**src/rtl/core/itbd_pkg.sv**
```systemverilog
`timescale 1ns / 1ps

package itbd_pkg;

  localparam int RADIX_W   = 6;
  localparam int CHAR_W    = 7;
  localparam int RADIX_MIN = 2;
  localparam int RADIX_MAX = 36;
  localparam int RADIX_RST = 10;

  localparam logic [CHAR_W-1:0] CHAR_ZERO = 7'h30;  // '0'
  localparam logic [CHAR_W-1:0] CHAR_A    = 7'h41;  // 'A'

  // handshake between the sequencer and the serial divider
  typedef struct packed {
    logic busy;
    logic done;
  } div_status_t;

  function automatic logic [RADIX_W-1:0] eff_radix(input logic [RADIX_W-1:0] r);
    logic [RADIX_W-1:0] res;
    if (r < RADIX_W'(RADIX_MIN)) res = RADIX_W'(RADIX_MIN);
    else if (r > RADIX_W'(RADIX_MAX)) res = RADIX_W'(RADIX_MAX);
    else res = r;
    return res;
  endfunction

  function automatic logic [CHAR_W-1:0] digit_to_char(input logic [RADIX_W-1:0] d);
    logic [CHAR_W-1:0] dv;
    logic [CHAR_W-1:0] ch;
    dv = (d > RADIX_W'(RADIX_MAX - 1)) ? CHAR_W'(RADIX_MAX - 1) : {1'b0, d};
    if (dv < CHAR_W'(10)) ch = CHAR_ZERO + dv;
    else ch = CHAR_A - CHAR_W'(10) + dv;
    return ch;
  endfunction

endpackage

```
**src/rtl/core/itbd_ram.sv**
```systemverilog
`timescale 1ns / 1ps

module itbd_ram #(
  parameter int WIDTH = 6,
  parameter int DEPTH = 64,
  parameter int AW    = $clog2(DEPTH)
) (
  input  logic             clk,
  input  logic             wr_en,
  input  logic [AW-1:0]    wr_addr,
  input  logic [WIDTH-1:0] wr_data,
  input  logic             rd_en,
  input  logic [AW-1:0]    rd_addr,
  output logic [WIDTH-1:0] rd_data
);

  logic [WIDTH-1:0] mem [DEPTH];
  logic [WIDTH-1:0] rd_data_r;

  always_ff @(posedge clk) begin
    if (wr_en) begin
      mem[wr_addr] <= wr_data;
    end
    if (rd_en) begin
      rd_data_r <= mem[rd_addr];
    end
  end

  assign rd_data = rd_data_r;

endmodule

```
**src/rtl/core/itbd_div.sv**
```systemverilog
`timescale 1ns / 1ps

// Restoring divider, one quotient bit per cycle. The remainder never
// reaches the base, so it fits the radix width.
module itbd_div #(
  parameter int W = 64
) (
  input  logic                             clk,
  input  logic                             rst_n,
  input  logic                             start,
  input  logic [W-1:0]                     dividend,
  input  logic [itbd_pkg::RADIX_W-1:0]     base,
  output logic [W-1:0]                     quotient,
  output logic [itbd_pkg::RADIX_W-1:0]     remainder,
  output itbd_pkg::div_status_t            status
);

  localparam int RW = itbd_pkg::RADIX_W;
  localparam int CW = $clog2(W);

  logic [W-1:0]  q_r, q_nxt;
  logic [RW-1:0] rem_r, rem_nxt;
  logic [CW-1:0] cnt_r, cnt_nxt;
  logic          busy_r, busy_nxt;
  logic          done_r, done_nxt;

  logic [RW:0]   trial;
  logic          ge;

  always_comb begin
    trial    = {rem_r, q_r[W-1]};
    ge       = trial >= {1'b0, base};
    q_nxt    = q_r;
    rem_nxt  = rem_r;
    cnt_nxt  = cnt_r;
    busy_nxt = busy_r;
    done_nxt = 1'b0;
    if (start) begin
      q_nxt    = dividend;
      rem_nxt  = '0;
      cnt_nxt  = '0;
      busy_nxt = 1'b1;
    end else if (busy_r) begin
      q_nxt   = {q_r[W-2:0], ge};
      rem_nxt = ge ? RW'(trial - {1'b0, base}) : trial[RW-1:0];
      cnt_nxt = cnt_r + 1'b1;
      if (cnt_r == CW'(W - 1)) begin
        busy_nxt = 1'b0;
        done_nxt = 1'b1;
      end
    end
  end

  always_ff @(posedge clk) begin
    if (!rst_n) begin
      busy_r <= 1'b0;
      done_r <= 1'b0;
      cnt_r  <= '0;
    end else begin
      busy_r <= busy_nxt;
      done_r <= done_nxt;
      cnt_r  <= cnt_nxt;
    end
  end

  always_ff @(posedge clk) begin
    q_r   <= q_nxt;
    rem_r <= rem_nxt;
  end

  assign quotient    = q_r;
  assign remainder   = rem_r;
  assign status.busy = busy_r;
  assign status.done = done_r;

endmodule

```
**src/rtl/core/integer_to_base_digits_top.sv**
```systemverilog
`timescale 1ns / 1ps

// Converts a signed integer to ASCII digits in the programmed radix (2..36,
// out-of-range values saturate), one result per digit, most significant
// first; is_negative rides on every result and last_digit marks the final
// one. Zero yields a single '0'. Each digit comes from a bit-serial divider,
// and digits are buffered in a small RAM and read back through a read state
// and a load state per digit, the load waiting while the output is stalled.
// A new request is taken once the last digit has been handed to the output
// register. Only the low VALUE_WIDTH bits of in_number are used; at most
// MAX_DIGITS least significant digits are kept.
module integer_to_base_digits_top #(
  parameter int VALUE_WIDTH = 64,
  parameter int MAX_DIGITS  = 64
) (
  input  logic                             clk,
  input  logic                             rst_n,
  input  logic                             in_valid,
  output logic                             in_stall,
  input  logic signed [63:0]               in_number,
  output logic                             out_valid,
  input  logic                             out_stall,
  output logic [itbd_pkg::CHAR_W-1:0]      out_digit_char,
  output logic                             out_is_negative,
  output logic                             out_last_digit,
  input  logic                             cfg_valid,
  output logic                             cfg_ready,
  input  logic [itbd_pkg::RADIX_W-1:0]     cfg_radix
);

  localparam int RW   = itbd_pkg::RADIX_W;
  localparam int CHW  = itbd_pkg::CHAR_W;
  localparam int VW   = VALUE_WIDTH;
  localparam int AW   = $clog2(MAX_DIGITS);
  localparam int CNTW = $clog2(MAX_DIGITS + 1);

  typedef enum logic [3:0] {
    ST_IDLE = 4'b0001,
    ST_DIV  = 4'b0010,
    ST_RD   = 4'b0100,
    ST_LD   = 4'b1000
  } state_t;

  state_t        state_r, state_nxt;
  logic [RW-1:0] radix_r, radix_nxt;
  logic [CNTW-1:0] count_r, count_nxt;
  logic [AW-1:0] rd_ptr_r, rd_ptr_nxt;
  logic          sign_r, sign_nxt;

  logic          out_valid_r, out_valid_nxt;
  logic [CHW-1:0] out_char_r;
  logic          out_neg_r;
  logic          out_last_r;

  logic [VW-1:0] x_in;
  logic          x_sign;
  logic [VW-1:0] x_mag;

  logic          in_take;
  logic          out_take;
  logic          out_free;
  logic          out_load;

  logic          div_start;
  logic [VW-1:0] div_dividend;
  logic [VW-1:0] div_quot;
  logic [RW-1:0] div_rem;
  itbd_pkg::div_status_t div_stat;

  logic          wr_en;
  logic          rd_en;
  logic [RW-1:0] rd_data;

  assign x_in   = in_number[VW-1:0];
  assign x_sign = x_in[VW-1];
  // most negative value maps to 2^(VW-1), exact in VW unsigned bits
  assign x_mag  = x_sign ? (~x_in + {{(VW-1){1'b0}}, 1'b1}) : x_in;

  assign in_stall  = (state_r != ST_IDLE);
  assign in_take   = in_valid && !in_stall;
  assign cfg_ready = 1'b1;
  assign out_take  = out_valid_r && !out_stall;
  assign out_free  = !out_valid_r || !out_stall;

  always_comb begin
    state_nxt    = state_r;
    radix_nxt    = radix_r;
    count_nxt    = count_r;
    rd_ptr_nxt   = rd_ptr_r;
    sign_nxt     = sign_r;
    div_start    = 1'b0;
    div_dividend = div_quot;
    wr_en        = 1'b0;
    rd_en        = 1'b0;
    out_load     = 1'b0;

    if (cfg_valid && cfg_ready) begin
      radix_nxt = cfg_radix;
    end

    unique case (state_r)
      ST_IDLE: begin
        if (in_take) begin
          sign_nxt     = x_sign;
          count_nxt    = '0;
          div_start    = 1'b1;
          div_dividend = x_mag;
          state_nxt    = ST_DIV;
        end
      end
      ST_DIV: begin
        if (div_stat.done) begin
          wr_en     = 1'b1;
          count_nxt = count_r + 1'b1;
          // zero input still runs one divide and yields a single '0'
          if ((div_quot != '0) && (count_r < CNTW'(MAX_DIGITS - 1))) begin
            div_start = 1'b1;
          end else begin
            rd_ptr_nxt = count_r[AW-1:0];
            state_nxt  = ST_RD;
          end
        end
      end
      ST_RD: begin
        rd_en     = 1'b1;
        state_nxt = ST_LD;
      end
      ST_LD: begin
        if (out_free) begin
          out_load = 1'b1;
          if (rd_ptr_r == '0) begin
            state_nxt = ST_IDLE;
          end else begin
            rd_ptr_nxt = rd_ptr_r - 1'b1;
            state_nxt  = ST_RD;
          end
        end
      end
      default: state_nxt = ST_IDLE;
    endcase
  end

  always_comb begin
    out_valid_nxt = out_valid_r;
    if (out_load) out_valid_nxt = 1'b1;
    else if (out_take) out_valid_nxt = 1'b0;
  end

  always_ff @(posedge clk) begin
    if (!rst_n) begin
      state_r     <= ST_IDLE;
      radix_r     <= RW'(itbd_pkg::RADIX_RST);
      count_r     <= '0;
      rd_ptr_r    <= '0;
      sign_r      <= 1'b0;
      out_valid_r <= 1'b0;
    end else begin
      state_r     <= state_nxt;
      radix_r     <= radix_nxt;
      count_r     <= count_nxt;
      rd_ptr_r    <= rd_ptr_nxt;
      sign_r      <= sign_nxt;
      out_valid_r <= out_valid_nxt;
    end
  end

  always_ff @(posedge clk) begin
    if (out_load) begin
      out_char_r <= itbd_pkg::digit_to_char(rd_data);
      out_neg_r  <= sign_r;
      out_last_r <= (rd_ptr_r == '0);
    end
  end

  itbd_div #(
    .W (VW)
  ) u_div (
    .clk       (clk),
    .rst_n     (rst_n),
    .start     (div_start),
    .dividend  (div_dividend),
    .base      (itbd_pkg::eff_radix(radix_r)),
    .quotient  (div_quot),
    .remainder (div_rem),
    .status    (div_stat)
  );

  itbd_ram #(
    .WIDTH (RW),
    .DEPTH (MAX_DIGITS)
  ) u_store (
    .clk     (clk),
    .wr_en   (wr_en),
    .wr_addr (count_r[AW-1:0]),
    .wr_data (div_rem),
    .rd_en   (rd_en),
    .rd_addr (rd_ptr_r),
    .rd_data (rd_data)
  );

  assign out_valid       = out_valid_r;
  assign out_digit_char  = out_char_r;
  assign out_is_negative = out_neg_r;
  assign out_last_digit  = out_last_r;

`ifndef ASSERT_OFF
  a_done_in_div: assert property (@(posedge clk) disable iff (!rst_n)
    div_stat.done |-> state_r == ST_DIV)
    else $error("divider finished outside the divide phase");

  a_idle_div_quiet: assert property (@(posedge clk) disable iff (!rst_n)
    state_r == ST_IDLE |-> !div_stat.busy)
    else $error("divider busy while idle");

  a_count_limit: assert property (@(posedge clk) disable iff (!rst_n)
    count_r <= CNTW'(MAX_DIGITS))
    else $error("digit count beyond store depth");

  a_read_nonempty: assert property (@(posedge clk) disable iff (!rst_n)
    state_r == ST_RD |-> (count_r != '0) && (CNTW'(rd_ptr_r) < count_r))
    else $error("readback pointer outside stored digits");

  a_last_ends_item: assert property (@(posedge clk) disable iff (!rst_n)
    out_load && (rd_ptr_r == '0) |=> state_r == ST_IDLE)
    else $error("last digit loaded without returning to idle");
`endif

endmodule
```
**config.mk**
```make
export PLATFORM = sky130hd
export DESIGN_NAME = integer_to_base_digits_top
export DESIGN_NICKNAME = d
export VERILOG_FILES = /design/src/rtl/core/itbd_pkg.sv /design/src/rtl/core/itbd_ram.sv /design/src/rtl/core/itbd_div.sv /design/src/rtl/core/integer_to_base_digits_top.sv
export SDC_FILE = /design/constraint.sdc
export NUM_CORES = 1
export LEC_CHECK = 0
export BUFFER_PORTS_ARGS = -buffer_cell sky130_fd_sc_hd__buf_2
export CAP_MARGIN = 10
export CORE_MARGIN = 4
export CORE_UTILIZATION = 46
export CTS_CLUSTER_DIAMETER = 120
export DETAILED_ROUTE_END_ITERATION = 6
export SETUP_SLACK_MARGIN = 0.5
export SLEW_MARGIN = 20
export SYNTH_ARGS = -nofsm -noshare
export SYNTH_HDL_FRONTEND = slang
export SYNTH_SLANG_ARGS = --single-unit
```
**constraint.sdc**
```tcl
create_clock -name clk -period 9.2 [get_ports clk]
set_input_delay 0.46 -clock clk [delete_from_list [all_inputs] [get_ports clk]]
set_output_delay 0.46 -clock clk [all_outputs]
set_load 0.02 [all_outputs]
```
==> impl_metrics.toml, run 1 <==
[worst_hold_path]
hp-class = "in -> reg"

[route]
ant_nets = 0
routed_wl_um = 49400
drc_errors = 0
top_layer = "met4"
detail_route.wl_per_cell_um = 23.4
wl_met3_um = 3020
drtPass1Iterations = 5
vias = 12336
drt_iter0_markers = 876
viasPerCell = 5.83
routedLengthMet1_um = 20800
wl_met2_um = 24600

[power_and_ir_drop]
power_switching_share = 0.240
net-switching-power_w = 0.00129
powerDensity_mw_per_mm2 = 219
p_seq_frac = 0.521
p_comb_frac = 0.092
clkPwrFrac = 0.387
p_total_w = 0.00539
peakVddDrop_v = 0.000149
p_int_w = 0.00410
p_leak_nw = 7.84

[clock_tree]
cts.sinks = 502
clkTransAtPathRegs_ns = 0.06
numCtsBuffers = 53
ctsHoldBuffers = 0
post_cts_buffers = 0
cts_root_buf = "clkbuf_16"
cts_tree = "done"
htree_levels = 2
clock_latency_ns = 0.61
cts_resized = 0
clockBufferDepth = 3

[timing]
maxSlewHeadroom = 0.322
tns_ns = 0
grt_setup_unrepaired = "no"
drv_slew = 0
fmax_mhz = 283
worstMarginPinSlew_ns = 1.02
setup_viol = 0
fin_crit_sh = 0.384
fin_skew_ns = 0.0178
hold_violations = 0
layout_min_cycle_time_ns = 3.53

[placement]
dp_hpwl_um = 31600
place_congestion = 0.821
dpl.cell_count = 2019
portBuffers = 85

[yosys]
avgSynthCellArea_um2 = 15.8
muxShareOfSynthArea = 0.131
synth_nets = 1472
synth_compound_area_frac = 0.0593
synthFlopType = "edfxtp_1"
syn_inst = 1384
async_reset_ff_frac = 0
synth_area_mm2 = 0.0218
synth_xor_area_frac = 0.0305
synthAdderAreaFrac = 0.00780
ys_seq_area_frac = 0.673
synth_cell_types = 60
ys_ff_latch = 502
synth_top_family_by_area = "multiplexers"
synth_edf_count = 463
synthSimpleGateAreaFrac = 0.0815
yosysWarnings = 0

[critical_path]
critical_path_arrival_ns = 3.83
start_kind = "register"
required_ns = 9.50
timing_worst_setup_path_type = "reg -> reg"
cp_max_fo = 110
endpoint_kind = "register"

[global_routing]
grt_pass1_wl_um = 75200
antenna_found_initial = 0
overflow = 0
grt_max_degree = 111
grt_pass1_vias = 12348
gr-usage-all-layers = 0.194

[floorplan]
ioPinCount = 87
start_util = 0.467
row_count = 79
die_area_mm2 = 0.0510
die_w_um = 226
core-area_mm2 = 0.0468
fp.dieH_um = 226

[outcome]
status = "finished, final reports clean"

[final_layout]
finalNetCount = 1555
fillers = 3789
diodes = 0
final_cells = 2116
area_growth_pct = 12.7
drive_above_1_share = 0.224
final_common_cell = "edfxtp_1"
mostFrequentLayoutCells = "edfxtp_1, nor2_1, mux4_2"

[run]
maxCapViolations = 0
[area by class of cell]
class	count	area (µm²)	area share
clock inverter	27	265	0.0108
multi-input combinational	795	6800	0.277
timing repair buffer	101	548	0.0223
clock buffer	70	1460	0.0595
inverter	14	52.6	0.00214
sequential	502	14700	0.598
tap	607	759	0.0309
[worst paths after layout]
check / end / slack (ns) / depth (start not counted) / start
max: u_div.quotient[40]$_DFFE_PP_ / 5.67 / 5 / state_r[1]$_SDFFE_PN0P_
min: radix_r[1]$_SDFFE_PN1P_ / 0.08 / 3 / cfg_radix[1]
max reg2reg: u_div.quotient[40]$_DFFE_PP_ / 5.67 / 5 / state_r[1]$_SDFFE_PN0P_
min reg2reg: out_is_negative$_DFFE_PP_ / 0.47 / 0 / sign_r$_SDFFE_PN0P_
[worst max-delay path, stage by stage (launching register included)]
cell and delay [ns]:
dfxtp_1 0.41, nor4b_1 0.52, nand2_1 0.32, o31ai_4 0.87
buf_4 0.92, a21oi_1 0.17
[power by group through the flow]
| stage | Combinational (W) | Clock (W) | Sequential (W) |
|---|---|---|---|
| floorplan | 0.000216 | 0 | 0.00294 |
| global placement | 0.000486 | 0 | 0.00286 |
| detailed placement | 0.000508 | 0 | 0.00285 |
| CTS | 0.000505 | 0.00214 | 0.00281 |
| global route | 0.000553 | 0.00224 | 0.00282 |
| finish | 0.000496 | 0.00209 | 0.00281 |
[through the flow]
stage	utilization	setup WS, ns	hold WS (ns)	cell area (µm²)
floorplan	-	2.73	0.408	21800
global placement	0.489	5.69	0.460	22900
detailed placement	0.489	5.67	0.479	22900
CTS	0.526	5.66	0.0508	24600
global route	0.526	5.24	0.0794	24600
finish	0.526	5.67	0.0779	24600
[cell families (layout without fill, tap and decap cells)]
| logic type | Yosys count | count (layout) |
|---|---|---|
| buffers and inverters | 87 | 212 |
| other | 1 | 1 |
| DFF | 502 | 502 |
| AOI/OAI and AO/OA | 196 | 196 |
| xor gates and xnor gates | 76 | 76 |
| and+or+nand+nor | 374 | 374 |
| muxes | 135 | 135 |
| adders and majority gates | 13 | 13 |
[registers in the layout, summed over array words and instances (netlist names), 7 cells and up]
| register | flops |
|---|---|
| u_div.quotient | 64 |
| u_store.mem | 384 |
| count_r | 7 |
| out_digit_char | 7 |
[synthesized netlist by cell type (all sizes together), types with 4 or more instances]
| cell type | number | area, µm² |
|---|---|---|
| edfxtp | 463 | 13900 |
| o21ai | 34 | 170 |
| nand2b | 8 | 50.1 |
| o21a | 5 | 37.5 |
| nand3b | 5 | 37.5 |
| nand2 | 64 | 240 |
| a22oi | 6 | 45.0 |
| mux2i | 14 | 140 |
| clkbuf | 51 | 191 |
| mux4 | 121 | 2730 |
| o41ai | 24 | 263 |
| xnor2 | 7 | 61.3 |
| inv | 13 | 48.8 |
| or3 | 11 | 68.8 |
| nor3 | 11 | 55.1 |
| or4 | 8 | 71.3 |
| dfxtp | 39 | 781 |
| a31oi | 7 | 43.8 |
| a21oi | 75 | 375 |
| nor4 | 24 | 169 |
| nor4b | 4 | 35.0 |
| o22ai | 4 | 25.0 |
| xor2 | 69 | 604 |
| nand3 | 16 | 80.1 |
| or2 | 9 | 56.3 |
| buf | 22 | 119 |
| o31ai | 20 | 160 |
| nand4 | 14 | 87.6 |
| nor2 | 173 | 649 |
| ha | 12 | 150 |
| nor2b | 17 | 106 |
[layer usage]
layer / up-vias / track usage
met3: 76 / 0.0402
met1: 6284 / 0.266
met4: 0 / 0.0508
met2: 351 / 0.319
li1: 5625 / -
met5: - / 0
Power figures use the tool's default switching activity.
==> run 2, diff against run 1 <==
- clock period: 9.2 -> 3.1 ns (I/O delays scaled with it)
==> run 2 against run 1 <==
  * Sequential share of layout area fell by 3.7 points
  * First-iteration DRC count is 24% higher
  * Critical endpoint is now u_div.quotient[44]$_DFFE_PP_
  * Largest power group unchanged
  * Critical path type is now in -> reg
  * Sequential power grew to 3.0 times the previous value
==> impl_metrics.toml, run 2 (synthesis gave the netlist of run 1 again) <==
[clock_tree]
cts_tree = "done"
clock_latency_ns = 0.58
clockBufferDepth = 3
cts_root_buf = "clkbuf_16"
htree_levels = 2
numCtsBuffers = 53
cts.sinks = 502
clkTransAtPathRegs_ns = 0.06

[timing]
worstMarginPinSlew_ns = 0.752
maxSlewHeadroom = 0.499
tns_ns = 0
setup_viol = 0
fin_skew_ns = 0.0211
fin_crit_sh = 0.834
fmax_mhz = 387
layout_min_cycle_time_ns = 2.59
grt_setup_unrepaired = "yes"
drv_slew = 0
hold_violations = 0

[global_routing]
antenna_found_initial = 1
grt_pass1_wl_um = 78500
grt_max_degree = 81
overflow = 0
gr-usage-all-layers = 0.202
grt_pass1_vias = 13333

[final_layout]
largest_register_ffs = 384
top_register = "u_store.mem"
mostFrequentLayoutCells = "edfxtp_1, nor2_1, mux4_2"
area_growth_pct = 20.1
final_common_cell = "edfxtp_1"
finalNetCount = 1712
drive_above_1_share = 0.283

[placement]
dp_hpwl_um = 33700
place_congestion = 0.824
portBuffers = 85

[floorplan]
core-area_mm2 = 0.0468
die_area_mm2 = 0.0510
fp.dieH_um = 226
row_count = 79
start_util = 0.467
die_w_um = 226
ioPinCount = 87

[power_and_ir_drop]
p_total_w = 0.0161
peakVddDrop_v = 0.000480
powerDensity_mw_per_mm2 = 613
p_leak_nw = 8.68

[route]
detail_route.wl_per_cell_um = 22.7
vias = 13014
drt_iter0_markers = 1090
drc_errors = 0
routed_wl_um = 51700
viasPerCell = 5.72
ant_nets = 0
drtPass1Iterations = 5

[critical_path]
startpoint = "in_number[31]"
critical_path_arrival_ns = 2.91
required_ns = 3.43
regToRegStartpoint = "rd_ptr_r[0]$_SDFFE_PN0P_"
r2r-end = "u_store.rd_data[5]$_DFFE_PP_"
cp_max_fo = 7
crit_path_end = "u_div.quotient[44]$_DFFE_PP_"
endpoint_kind = "register"
r2r_cells = 7
timing_worst_setup_path_type = "in -> reg"
rrSetupSlack_ns = 0.57
start_kind = "input port"

[outcome]
status = "finished, final reports clean"

[worst_hold_path]
hp-class = "in -> reg"

[run]
maxCapViolations = 0
run 2: layout make-up:
| class | count | area (µm²) |
|---|---|---|
| clock buffer | 70 | 1470 |
| timing repair buffer | 258 | 2050 |
| fill | 3658 | 20500 |
| antenna | 2 | 5.00 |
| inverter | 14 | 52.6 |
| clock inverter | 28 | 204 |
| tap | 607 | 759 |
| sequential | 502 | 14700 |
| multi-input combinational | 795 | 6970 |
run 2: report_power, final:
part	internal, W	switching [W]	total (W)
clock	0.00351	0.00257	0.00608
sequential	0.00820	0.000181	0.00838
combinational	0.000483	0.00113	0.00161
run 2: what timing repair did:
action                     in CTS  in global routing
buffers inserted                9                  9
hold endpoints to repair       47                  0
pin swaps                       1                  8
hold buffers                   52                  0
cloned                          0                  1
resized for setup               5                 30
setup endpoints to repair     148                240
run 2: worst min path at each step:
stage,startpoint,to,slack [ns],cells after the start
2_1_floorplan,cfg_radix[1],radix_r[1]$_SDFFE_PN1P_,0.28,2
3_3_place_gp,cfg_radix[3],radix_r[3]$_SDFFE_PN1P_,0.38,3
3_5_place_dp,cfg_radix[3],radix_r[3]$_SDFFE_PN1P_,0.38,3
4_1_cts,in_number[8],u_div.quotient[8]$_DFFE_PP_,0.00008,3
5_1_grt,in_number[18],u_div.quotient[18]$_DFFE_PP_,0.03,3
6_report,in_number[27],u_div.quotient[27]$_DFFE_PP_,0.03,3
run 2: stage by stage:
| step | util | hold slack, ns | instances | setup WS (ns) | instance area [µm²] |
|---|---|---|---|---|---|
| 6_report | 0.561 | 0.0282 | 2276 | 0.514 | 26200 |
| 5_1_grt | 0.561 | 0.0305 | 2275 | 0.470 | 26200 |
| 4_1_cts | 0.555 | 0.0000847 | 2264 | 0.468 | 26000 |
| 3_5_place_dp | 0.506 | 0.384 | 2105 | 0.259 | 23700 |
| 3_3_place_gp | 0.506 | 0.382 | 2105 | 0.347 | 23700 |
| 2_1_floorplan | - | 0.284 | 1384 | 0.319 | 21900 |
run 2: per-layer routing:
metal / global-route usage / routed length [µm]
met1: 0.272 / 21800
met2: 0.344 / 26300
met3: 0.0282 / 2460
met4: 0.0595 / 1160
met5: 0 / 0
run 2: worst max-delay path: stages:
cell           delay (ns)
dlygate4sd3_1        0.54
buf_2                0.14
or4_4                0.52
or3_4                0.37
or4_4                0.60
o31ai_2              0.30
xor2_1               0.20
a21oi_1              0.08
